**src/rtl/core/pyob_pkg.sv**
```systemverilog
// ----------------------------------------------------------------------------
// pyob_pkg
// Shared types and constants for the planar 4:2:0 overlay blender.
// ----------------------------------------------------------------------------
package pyob_pkg;

  localparam int MAX_DIM    = 4096;
  localparam int DIM_W      = $clog2(MAX_DIM + 1);
  localparam int POS_W      = $clog2(MAX_DIM);
  localparam int OFS_W      = 24;
  localparam int CFG_IDX_W  = 3;
  localparam int CFG_DATA_W = 13;
  localparam int ALPHA_W    = 9;

  // register indexes
  localparam logic [CFG_IDX_W-1:0] REG_OVERLAY_X     = 3'd0;
  localparam logic [CFG_IDX_W-1:0] REG_OVERLAY_Y     = 3'd1;
  localparam logic [CFG_IDX_W-1:0] REG_SOURCE_WIDTH  = 3'd2;
  localparam logic [CFG_IDX_W-1:0] REG_SOURCE_HEIGHT = 3'd3;
  localparam logic [CFG_IDX_W-1:0] REG_FRAME_WIDTH   = 3'd4;
  localparam logic [CFG_IDX_W-1:0] REG_FRAME_HEIGHT  = 3'd5;
  localparam logic [CFG_IDX_W-1:0] REG_ALPHA_Q8      = 3'd6;

  // plane codes
  localparam logic [1:0] PLANE_Y    = 2'd0;
  localparam logic [1:0] PLANE_U    = 2'd1;
  localparam logic [1:0] PLANE_V    = 2'd2;
  localparam logic [1:0] PLANE_NONE = 2'd3;

  localparam logic [ALPHA_W-1:0] ALPHA_ONE = 9'd256;

  typedef struct packed {
    logic [7:0] dest_byte;
    logic [7:0] src_byte;
  } pix_item_t;

  typedef struct packed {
    logic [7:0]       out_byte;
    logic             covered;
    logic [OFS_W-1:0] src_offset;
    logic [1:0]       plane_id;
    logic             frame_end;
  } res_item_t;

  // overlay window of one plane class, bases are two's complement
  typedef struct packed {
    logic [DIM_W-1:0] x_start;
    logic [DIM_W-1:0] x_end;
    logic [DIM_W-1:0] y_start;
    logic [DIM_W-1:0] y_end;
    logic [DIM_W:0]   col_base;
    logic [DIM_W:0]   row_base;
    logic [DIM_W-1:0] stride;
  } win_t;

endpackage

```
**src/rtl/core/planar_yuv_overlay_blend_top.sv**
```systemverilog
// ----------------------------------------------------------------------------
// planar_yuv_overlay_blend_top
// Overlays a planar 4:2:0 source picture on a destination frame stream.
// ----------------------------------------------------------------------------
// Usage:
//   pix channel: one beat per destination byte in raster order, luma plane
//   first, then the two half-size chroma planes; each beat also carries the
//   source byte found at the src_offset reported for that position.
//   res channel: one beat per pix beat, in order, with the blended byte,
//   coverage flag, source offset, plane id and an end-of-frame mark.
//   cfg channel: register writes, always ready; write only while idle.
// A pix beat is registered in the input stage and then in the result
// register; one byte is taken every cycle unless the receiver stalls:
// the scan position update (row/column/plane wrap) is the single loop,
// the offset multiply and blend sit in the second stage.
// Reset restores the register defaults (alpha 256, all else zero), puts
// the scan at the first luma byte and empties both stages.
// When the receiver stalls, the input stage still takes one more beat
// while the result register holds; pix_ready drops once both are full.
// ----------------------------------------------------------------------------
module planar_yuv_overlay_blend_top (
  input  logic                                 clk,
  input  logic                                 rst,
  input  logic                                 pix_valid,
  output logic                                 pix_ready,
  input  pyob_pkg::pix_item_t                  pix_data,
  output logic                                 res_valid,
  input  logic                                 res_ready,
  output pyob_pkg::res_item_t                  res_data,
  input  logic                                 cfg_valid,
  output logic                                 cfg_ready,
  input  logic [pyob_pkg::CFG_IDX_W-1:0]       cfg_index,
  input  logic [pyob_pkg::CFG_DATA_W-1:0]      cfg_data
);

  localparam int DIM_W = pyob_pkg::DIM_W;
  localparam int POS_W = pyob_pkg::POS_W;
  localparam int OFS_W = pyob_pkg::OFS_W;
  localparam int CW    = pyob_pkg::CFG_DATA_W;
  localparam int AW    = pyob_pkg::ALPHA_W;

  // configuration registers
  logic [CW-1:0] overlay_x;
  logic [CW-1:0] overlay_y;
  logic [CW-1:0] source_width;
  logic [CW-1:0] source_height;
  logic [CW-1:0] frame_width;
  logic [CW-1:0] frame_height;
  logic [AW-1:0] alpha_q8;

  // scan position
  logic [1:0]       plane_index;
  logic [POS_W-1:0] row_count;
  logic [POS_W-1:0] col_count;
  logic [1:0]       plane_index_next;
  logic [POS_W-1:0] row_count_next;
  logic [POS_W-1:0] col_count_next;

  // derived window
  pyob_pkg::win_t win_l;
  pyob_pkg::win_t win_c;
  pyob_pkg::win_t win_l_next;
  pyob_pkg::win_t win_c_next;
  logic           win_ok;
  logic           win_ok_next;
  logic [AW-1:0]  alpha_sat;
  logic [AW-1:0]  alpha_sat_next;

  // stage a
  logic                a_valid;
  pyob_pkg::pix_item_t a_item;
  logic [1:0]          a_plane;
  logic [POS_W-1:0]    a_row;
  logic [POS_W-1:0]    a_col;
  logic                a_last;
  logic                a_empty;

  logic advance;
  logic pix_fire;

  function automatic logic [DIM_W-1:0] sat_dim(input logic [CW-1:0] v);
    if (int'(v) > pyob_pkg::MAX_DIM) return DIM_W'(pyob_pkg::MAX_DIM);
    else return DIM_W'(v);
  endfunction

  logic [DIM_W-1:0] fw, fh, sw, sh;
  logic             ok_y, ok_c, frame_empty;

  assign fw = sat_dim(frame_width);
  assign fh = sat_dim(frame_height);
  assign sw = sat_dim(source_width);
  assign sh = sat_dim(source_height);
  assign ok_y = (fw != '0) && (fh != '0);
  assign ok_c = (fw > DIM_W'(1)) && (fh > DIM_W'(1));
  assign frame_empty = !ok_y;

  assign cfg_ready = 1'b1;

  always_ff @(posedge clk) begin
    if (rst) begin
      overlay_x     <= '0;
      overlay_y     <= '0;
      source_width  <= '0;
      source_height <= '0;
      frame_width   <= '0;
      frame_height  <= '0;
      alpha_q8      <= pyob_pkg::ALPHA_ONE;
    end else if (cfg_valid) begin
      unique case (cfg_index)
        pyob_pkg::REG_OVERLAY_X:     overlay_x     <= cfg_data;
        pyob_pkg::REG_OVERLAY_Y:     overlay_y     <= cfg_data;
        pyob_pkg::REG_SOURCE_WIDTH:  source_width  <= cfg_data;
        pyob_pkg::REG_SOURCE_HEIGHT: source_height <= cfg_data;
        pyob_pkg::REG_FRAME_WIDTH:   frame_width   <= cfg_data;
        pyob_pkg::REG_FRAME_HEIGHT:  frame_height  <= cfg_data;
        pyob_pkg::REG_ALPHA_Q8:      alpha_q8      <= cfg_data[AW-1:0];
        default: ;
      endcase
    end
  end

  // window set-up, registered once per cycle from the static registers
  logic [DIM_W:0]   xr, yr, xr_neg, yr_neg;
  logic [DIM_W-1:0] xp, yp, xo, yo;
  logic [DIM_W:0]   w_src, w_dst, h_src, h_dst, w_s, h_s;
  logic [DIM_W-1:0] w_u, h_u;

  always_comb begin
    xr = {overlay_x[CW-1], overlay_x} + (DIM_W+1)'(overlay_x[0]);
    yr = {overlay_y[CW-1], overlay_y} + (DIM_W+1)'(overlay_y[0]);
    xr_neg = -xr;
    yr_neg = -yr;
    xp = xr[DIM_W] ? '0 : xr[DIM_W-1:0];
    yp = yr[DIM_W] ? '0 : yr[DIM_W-1:0];
    xo = xr[DIM_W] ? xr_neg[DIM_W-1:0] : '0;
    yo = yr[DIM_W] ? yr_neg[DIM_W-1:0] : '0;
    w_src = {1'b0, sw} - {1'b0, xo};
    w_dst = {1'b0, fw} - {1'b0, xp};
    h_src = {1'b0, sh} - {1'b0, yo};
    h_dst = {1'b0, fh} - {1'b0, yp};
    w_s = ($signed(w_dst) < $signed(w_src)) ? w_dst : w_src;
    h_s = ($signed(h_dst) < $signed(h_src)) ? h_dst : h_src;
    w_u = w_s[DIM_W-1:0];
    h_u = h_s[DIM_W-1:0];
    win_ok_next = !(xo > sw) && !(yo > sh) && !w_s[DIM_W] && !h_s[DIM_W];

    win_l_next.x_start  = xp;
    win_l_next.x_end    = xp + w_u;
    win_l_next.y_start  = yp;
    win_l_next.y_end    = yp + h_u;
    win_l_next.col_base = {1'b0, xo} - {1'b0, xp};
    win_l_next.row_base = {1'b0, yo} - {1'b0, yp};
    win_l_next.stride   = sw;

    win_c_next.x_start  = xp >> 1;
    win_c_next.x_end    = (xp >> 1) + (w_u >> 1);
    win_c_next.y_start  = yp >> 1;
    win_c_next.y_end    = (yp >> 1) + (h_u >> 1);
    win_c_next.col_base = {1'b0, xo >> 1} - {1'b0, xp >> 1};
    win_c_next.row_base = {1'b0, yo >> 1} - {1'b0, yp >> 1};
    win_c_next.stride   = sw >> 1;

    alpha_sat_next = (alpha_q8 > pyob_pkg::ALPHA_ONE) ? pyob_pkg::ALPHA_ONE : alpha_q8;
  end

  always_ff @(posedge clk) begin
    win_l     <= win_l_next;
    win_c     <= win_c_next;
    win_ok    <= win_ok_next;
    alpha_sat <= alpha_sat_next;
  end

  // scan position: settle onto a byte that exists, then step past it
  logic [1:0]       pn, nxt_plane;
  logic [POS_W-1:0] rn, cn;
  logic             ok_cur, more_planes, last;
  logic [DIM_W-1:0] pw_s, ph_s, pw_n, ph_n;
  logic [DIM_W-1:0] r_inc, c_inc, r_inc2;

  always_comb begin
    ok_cur = (plane_index == pyob_pkg::PLANE_Y) ? ok_y : ok_c;
    pw_s = (plane_index == pyob_pkg::PLANE_Y) ? fw : (fw >> 1);
    ph_s = (plane_index == pyob_pkg::PLANE_Y) ? fh : (fh >> 1);
    if (plane_index == pyob_pkg::PLANE_Y && ok_c) nxt_plane = pyob_pkg::PLANE_U;
    else if (plane_index == pyob_pkg::PLANE_U && ok_c) nxt_plane = pyob_pkg::PLANE_V;
    else nxt_plane = pyob_pkg::PLANE_Y;
    r_inc = DIM_W'(row_count) + DIM_W'(1);

    pn = plane_index;
    rn = row_count;
    cn = col_count;
    if (plane_index == pyob_pkg::PLANE_NONE) begin
      pn = pyob_pkg::PLANE_Y;
      rn = '0;
      cn = '0;
    end else if (!ok_cur || DIM_W'(row_count) >= ph_s) begin
      pn = nxt_plane;
      rn = '0;
      cn = '0;
    end else if (DIM_W'(col_count) >= pw_s) begin
      cn = '0;
      if (r_inc >= ph_s) begin
        pn = nxt_plane;
        rn = '0;
      end else begin
        rn = r_inc[POS_W-1:0];
      end
    end

    pw_n = (pn == pyob_pkg::PLANE_Y) ? fw : (fw >> 1);
    ph_n = (pn == pyob_pkg::PLANE_Y) ? fh : (fh >> 1);
    more_planes = (pn == pyob_pkg::PLANE_Y || pn == pyob_pkg::PLANE_U) && ok_c;
    c_inc  = DIM_W'(cn) + DIM_W'(1);
    r_inc2 = DIM_W'(rn) + DIM_W'(1);

    plane_index_next = pn;
    row_count_next   = rn;
    col_count_next   = c_inc[POS_W-1:0];
    last             = 1'b0;
    if (c_inc >= pw_n) begin
      col_count_next = '0;
      if (r_inc2 >= ph_n) begin
        row_count_next   = '0;
        last             = !more_planes;
        plane_index_next = last ? pyob_pkg::PLANE_Y : pn + 2'd1;
      end else begin
        row_count_next = r_inc2[POS_W-1:0];
      end
    end

    // empty frame: the settling pass spins through the plane codes
    if (frame_empty) begin
      row_count_next = '0;
      col_count_next = '0;
      last           = 1'b1;
      case (plane_index)
        pyob_pkg::PLANE_Y: plane_index_next = pyob_pkg::PLANE_V;
        pyob_pkg::PLANE_U: plane_index_next = pyob_pkg::PLANE_NONE;
        pyob_pkg::PLANE_V: plane_index_next = pyob_pkg::PLANE_U;
        default:           plane_index_next = pyob_pkg::PLANE_V;
      endcase
    end
  end

  // handshake
  assign advance   = !res_valid || res_ready;
  assign pix_ready = !a_valid || advance;
  assign pix_fire  = pix_valid && pix_ready;

  always_ff @(posedge clk) begin
    if (rst) begin
      plane_index <= pyob_pkg::PLANE_Y;
      row_count   <= '0;
      col_count   <= '0;
      a_valid     <= 1'b0;
      res_valid   <= 1'b0;
    end else begin
      if (pix_fire) begin
        plane_index <= plane_index_next;
        row_count   <= row_count_next;
        col_count   <= col_count_next;
      end
      if (pix_ready) begin
        a_valid <= pix_valid;
      end
      if (advance) begin
        res_valid <= a_valid;
      end
    end
  end

  always_ff @(posedge clk) begin
    if (pix_fire) begin
      a_item  <= pix_data;
      a_plane <= frame_empty ? pyob_pkg::PLANE_Y : pn;
      a_row   <= rn;
      a_col   <= cn;
      a_last  <= last;
      a_empty <= frame_empty;
    end
  end

  // stage b: coverage, source offset and blend
  pyob_pkg::win_t      win;
  pyob_pkg::res_item_t res_next;
  logic [DIM_W-1:0]    r_pos, c_pos, row_trunc, col_trunc;
  logic [DIM_W:0]      row_term, col_term;
  logic [2*DIM_W-1:0]  ofs_prod;
  logic [OFS_W-1:0]    ofs_sum;
  logic                cov;
  logic [15:0]         diff, blend_prod, blend_sum;

  always_comb begin
    win   = (a_plane == pyob_pkg::PLANE_Y) ? win_l : win_c;
    r_pos = DIM_W'(a_row);
    c_pos = DIM_W'(a_col);
    cov = !a_empty && win_ok &&
          (r_pos >= win.y_start) && (r_pos < win.y_end) &&
          (c_pos >= win.x_start) && (c_pos < win.x_end);

    row_term  = {1'b0, r_pos} + win.row_base;
    col_term  = {1'b0, c_pos} + win.col_base;
    row_trunc = row_term[DIM_W-1:0];
    col_trunc = col_term[DIM_W-1:0];
    ofs_prod  = row_trunc * win.stride;
    ofs_sum   = ofs_prod[OFS_W-1:0] + OFS_W'(col_trunc);

    // all modulo 2^16, as the blend is defined
    diff       = {8'b0, a_item.src_byte} - {8'b0, a_item.dest_byte};
    blend_prod = diff * 16'(alpha_sat);
    blend_sum  = {a_item.dest_byte, 8'b0} + blend_prod;

    res_next.out_byte   = cov ? blend_sum[15:8] : a_item.dest_byte;
    res_next.covered    = cov;
    res_next.src_offset = cov ? ofs_sum : '0;
    res_next.plane_id   = a_plane;
    res_next.frame_end  = a_last;
  end

  always_ff @(posedge clk) begin
    if (advance && a_valid) begin
      res_data <= res_next;
    end
  end

`ifndef SYNTHESIS
  a_offset_zero_uncovered: assert property (@(posedge clk) disable iff (rst)
    res_valid && !res_data.covered |-> res_data.src_offset == '0)
    else $error("source offset set on an uncovered byte");

  a_plane_code: assert property (@(posedge clk) disable iff (rst)
    res_valid |-> res_data.plane_id != pyob_pkg::PLANE_NONE)
    else $error("result carries an unused plane code");

  a_skid_accepts: assert property (@(posedge clk) disable iff (rst)
    res_valid && !res_ready && !a_valid |-> pix_ready)
    else $error("input stage empty but no beat taken while output stalls");

  a_empty_frame_end: assert property (@(posedge clk) disable iff (rst)
    pix_fire && frame_empty |=> a_last && a_plane == pyob_pkg::PLANE_Y)
    else $error("empty frame beat not marked as frame end");
`endif

endmodule

```
**config.mk**
```make
export PLATFORM = sky130hd
export DESIGN_NAME = planar_yuv_overlay_blend_top
export DESIGN_NICKNAME = d
export VERILOG_FILES = /design/src/rtl/core/pyob_pkg.sv /design/src/rtl/core/planar_yuv_overlay_blend_top.sv
export SDC_FILE = /design/constraint.sdc
export NUM_CORES = 2
export LEC_CHECK = 0
export BUFFER_PORTS_ARGS = -buffer_cell sky130_fd_sc_hd__buf_2
export CAP_MARGIN = 15
export CELL_PAD_IN_SITES_DETAIL_PLACEMENT = 0
export CELL_PAD_IN_SITES_GLOBAL_PLACEMENT = 2
export CORE_ASPECT_RATIO = 0.75
export CORE_MARGIN = 5
export CORE_UTILIZATION = 44
export CTS_CLUSTER_SIZE = 10
export DETAILED_ROUTE_END_ITERATION = 16
export PLACE_DENSITY_LB_ADDON = 0.1
export SLEW_MARGIN = 5
export SYNTH_ARGS = -nofsm -noshare
export SYNTH_HDL_FRONTEND = slang
export SYNTH_SLANG_ARGS = --single-unit
export TNS_END_PERCENT = 5
```
**constraint.sdc**
```tcl
create_clock -name clk -period 16.3 [get_ports clk]
set_clock_uncertainty 0.05 [all_clocks]
set_input_delay 4.89 -clock clk [delete_from_list [all_inputs] [get_ports clk]]
set_output_delay 4.89 -clock clk [all_outputs]
set_load 0.02 [all_outputs]
```
After elaboration in Yosys (flattened, before gate mapping)
Index checks and enable logic that the tools add are counted.

storage, ports and cells
  bits in registers = 386
  output and inout port bits = 39
  input port bits = 37
  logic and storage cells = 181

operators by class
  multiplexer cells = 42
  $mul = 2
  magnitude comparators = 20
  reductions and logical operators = 42
  $add $sub $neg = 25
  equality and inequality tests = 10

operators by type and width
  operator                 count
  $mux W13                 12
  $mux W12                 12
  $mux W93                 1
  $sub A13 B13 Y14         6
  $ge A12 B13 Y1           4
  $gt A13 B13 Y1 const B   4
  $add A12 B1 Y13 const B  3
  $ge A13 B13 Y1           3
  $add A13 B2 Y14          2
  $lt A14 B14 Y1           2
  $mux W14                 2
  $add A12 B12 Y13         2
  $add A12 B13 Y13         2
  $add A13 B13 Y13         2
  $gt A13 B1 Y1 const B    2
  $gt A13 B13 Y1           2
  $lt A12 B13 Y1           2
  $neg A13 Y13             2
  $reduce_bool A13 Y1      2
  $sub A12 B12 Y13         2
  $add A24 B13 Y24         1
  $mul A13 B13 Y24         1
  $mux W2                  10
  $add A16 B16 Y16         1
  18 further kinds         59

Longest topological paths before layout
  depth after elaboration = 18
  gate-level depth with buffers = 38

Worst setup path before layout
OpenSTA, ideal clock, no wires.

  path type = in2out
  start = in res_ready
  end = out pix_ready
  arrival = 5.264 ns
  path buffers = 0
  data required time = 11.360 ns
  path slack = 6.096 ns
  stages on the path = 2
  path through = nor2b_1 -> nand2_1

between the ends
  longest elaborated chain between the ends = 2

ends and longest elaborated chain
  element             line                                 text
  start, declared     planar_yuv_overlay_blend_top.sv:28   input logic res_ready,
  $logic_or A1 B1 Y1  planar_yuv_overlay_blend_top.sv:246  assign advance = !res_valid || res_ready;
  $logic_or A1 B1 Y1  planar_yuv_overlay_blend_top.sv:247  assign pix_ready = !a_valid || advance;
  end, declared       planar_yuv_overlay_blend_top.sv:25   output logic pix_ready,

Every way passes these cells.

Worst setup path in the final report
Same ends and word-level chain as after synthesis.

==> impl_metrics.toml <==
[pwr]
cell_leakage_power_nw = 15.10
share_seq_of_total_power_pct = 31.6
power.clock.fraction_pct = 31.9
share_comb_of_total_power_pct = 36.5
power.density_cell_area_nw_per_um2 = 82.56
netSwitchingPower_w = 0.0009868
power_switching_share_pct = 35.87
p_int_w = 0.001764
power.ir.vdd_worst_uv = 62.48

[finish]
fillers = 6910
layout.nets = 4210
layout-area-overhead-vs-synth_pct = 8.136
stdcell_count = 4593
stdcell_area_sq_um = 33330
drive_above_1_share_pct = 7.215

[min_path]
worst_hold_startpoint = "a_last$_SDFFCE_PN1P_"
hold-path-endpoint = "res_data[0]$_DFFE_PP_"
hold_depth = 0
worstHoldPathType = "flop to flop"

[sta]
slew_headroom_pct = 27.50
fmax_mhz = 95.12
post-route-period-util_pct = 64.50
setup_viol_count_final = 0
setup_total_negative_slack_ns = 0
grt_setup_unrepaired = "no"
max_slew.worst_pin.slew_ns = 1.057
period_needed_ns = 10.51
hold_violation_total_from_the_final_report = 0
timing_max_transition_violations_final = 0

[cts]
cts_made_buffers = 40
h-tree-depth = 2
clk_transition_reported_paths_ns = 0.06
cts_root_buffer = "sky130_fd_sc_hd__clkbuf_16"
cts_tree = "yes"
post_cts_resize_count = 0
tritoncts_num_sinks = 306
cts_setup_buffers = 0
cts_hold_repair.buffers = 0
clkLatencyLatePin_ns = 0.58
max_clock_buf_depth = 3

[synthesis]
synth.distinct_cells = 100
yosys_register_bits = 306
synth_seq_area_share_pct = 22.48
netlist.area_leader.share_pct = 14.78
async_flop_share_pct = 0
postSynthNetCount = 4199
synthCells = 3608
synth_largest_area_cell = "sky130_fd_sc_hd__ha_1"
ys_dominant_reg_cell = "sky130_fd_sc_hd__dfxtp_1"
number_of_synthesized_flops_with_an_enable_pin = 80
synth_top_cells_by_area = "sky130_fd_sc_hd__ha_1 (15%), sky130_fd_sc_hd__dfxtp_1 (15%), sky130_fd_sc_hd__fa_1 (12%)"
postSynthAreaPerCell_sq_um = 8.542
synth-warning-count = 0
mappedNetlistArea_sq_um = 30820

[critical_path]
timing.critical_path.arrival_ns = 5.57
worst-r2r-setup-slack_ns = 5.97
worstSetupPathType = "primary input to output pin"
worstPathMaxFanout = 4
worst_setup_path_end_kind = "output pin"
worst_ep_required_time_ns = 11.36
r2r_endpoint = "res_data[25]$_SDFFCE_PN0P_"
worst-r2r-cell-count = 32
timing.critical_path.from_type = "primary input"
path_common_cell = "sky130_fd_sc_hd__buf_2"
timing.rr.start = "a_plane[1]$_SDFFCE_PN0P_"
crit_path_cell_trace = "buf_2, nor2b_1, nand2_1, buf_2"
cpPeakStageDelay_ns = 0.30
critical_path.slowest_cell = "sky130_fd_sc_hd__nor2b_1"

[floorplan]
core_sq_um = 69790
io_pins = 76
die_area_sq_um = 75490
core.rowCount = 84
initial_core_util_pct = 44.16
die_h_microns = 239.2
fp.dieW_microns = 315.6

[placement]
postPlaceCellArea_sq_um = 32050
dp_cells = 4523
portBuffers = 74
globalplace.congestion = 0.8907
dp_hpwl_microns = 73600

[drt]
routed-via-count = 25032
avgRoutedWirePerCell_microns = 19.74
viasPerCell = 5.450
route.final.wire_length_microns = 90670
final_antenna_net_count = 0
drc = 0
dr.pass1.iters = 7
initialDrtViolationCount = 1713

[global_route]
number_of_global_route_vias_before_repair = 24595
grt.overflow.total = 0
global_route.usage.met1_pct = 36.72
antenna_found_initial = 4
use_met2_pct = 35.81
grt_usage_pct = 23.99
first_pass_grt_wire_length_microns = 142900
maximum_number_of_pins_on_one_net_before_global_route_repair = 97
met3_usage_pct = 3.728
top_usage_layer = "met1"

[flow_run]
maxCapViolations = 0

[outcome]
outcome = "finished clean"
==> worst max-delay path by stage <==
stage | start | endpoint | slack (ns) | cells past startpoint
after floorplan | res_ready | pix_ready | 6.10 | 2
after CTS | res_ready | pix_ready | 5.79 | 4
after global routing | a_plane[1]$_SDFFCE_PN0P_ | res_data[25]$_SDFFCE_PN0P_ | 5.21 | 33
final | res_ready | pix_ready | 5.79 | 4
after detailed placement | res_ready | pix_ready | 5.79 | 4
after global placement | res_ready | pix_ready | 5.79 | 4
==> per-stage QoR <==
stage	hold WS [ns]	power (W)	util [%]	setup WS, ns
floorplan	0.3503	0.001610	-	6.096
global route	0.3791	0.002937	47.75	5.213
finish	0.3704	0.002751	47.75	5.787
CTS	0.3726	0.002774	47.74	5.786
detailed placement	0.3584	0.001881	45.92	5.794
global placement	0.3632	0.001864	45.92	5.793
==> cell usage in the layout (no fill, tap or decap), drive strengths merged, types with 7 or more instances in the layout <==
cell and instances:
a2111oi 9, a211o 15, a211oi 11, a21boi 15
a21o 42, a21oi 231, a221oi 7, a22oi 8
a31oi 25, and2 91, and3 39, and4 9
buf 96, clkbuf 60, dfxtp 226, edfxtp 80
fa 190, ha 364, inv 372, mux2 36
mux2i 102, nand2 463, nand2b 62, nand3 58
nand4 25, nor2 240, nor2b 67, nor3 60
nor4 17, o211ai 20, o21a 46, o21ai 140
o21bai 10, o31ai 12, or2 39, or3 16
xnor2 158, xor2 76
==> cell usage after synthesis (all sizes together), types with 62 or more instances <==
master  count
xor2       76
fa        190
dfxtp     226
clkbuf     97
nand2     463
nor2b      67
nand2b     62
inv       371
o21ai     140
a21oi     231
edfxtp     80
xnor2     158
mux2i     102
ha        364
nor2      240
and2       91
==> flip-flops by register name, summed over array words and instances (netlist names), 9 cells and up <==
name	cells
a_col	12
alpha_sat	9
res_data	36
overlay_x	13
win_c	55
a_item	16
alpha_q8	9
overlay_y	13
a_row	12
source_width	13
frame_width	13
win_l	46
source_height	13
col_count	12
frame_height	13
row_count	12
==> layer usage <==
metal  vias up  part of all wire [%]
met5         -                     0
met4         0                   2.0
met3       116                   5.8
met2       636                    41
met1     11987                    51
li1      12293                     -
==> area by class of cell <==
type / instances / area, sq um / area share [%]
inverter: 371 / 1393 / 4.179
clock inverter: 8 / 110.1 / 0.3304
tap: 946 / 1184 / 3.552
timing repair buffer: 96 / 538.0 / 1.614
multi-input combinational: 2804 / 22010 / 66.05
sequential: 306 / 6927 / 20.78
clock buffer: 60 / 1159 / 3.477
antenna: 2 / 5.005 / 0.01502
==> worst max-delay path: cells and delay by family <==
kind	cells	cell delay (ns)
buf+inv	2	0.27
simple gates	2	0.42
==> power groups by stage <==
stage	clock network [W]	registers [W]	logic (W)
floorplan	0	0.000875	0.000735
global placement	0	0.000885	0.000979
detailed placement	0	0.000886	0.000995
CTS	0.000898	0.000870	0.00101
global route	0.000930	0.000876	0.00113
finish	0.000877	0.000869	0.00101
==> kinds of logic (layout without fill, tap and decap cells) <==
kind of cell	count (synthesis)	in the layout	synth area share, %
simple gates	1212	1212	18.84
mux	138	138	4.681
flops	306	306	22.48
xor+xnor	236	236	6.796
other cells	1	3	0.01217
compound gates	657	657	13.66
fa+ha+maj	560	560	27.32
buf+inv	498	535	6.216
No activity file was read; power rests on OpenSTA's default activity.
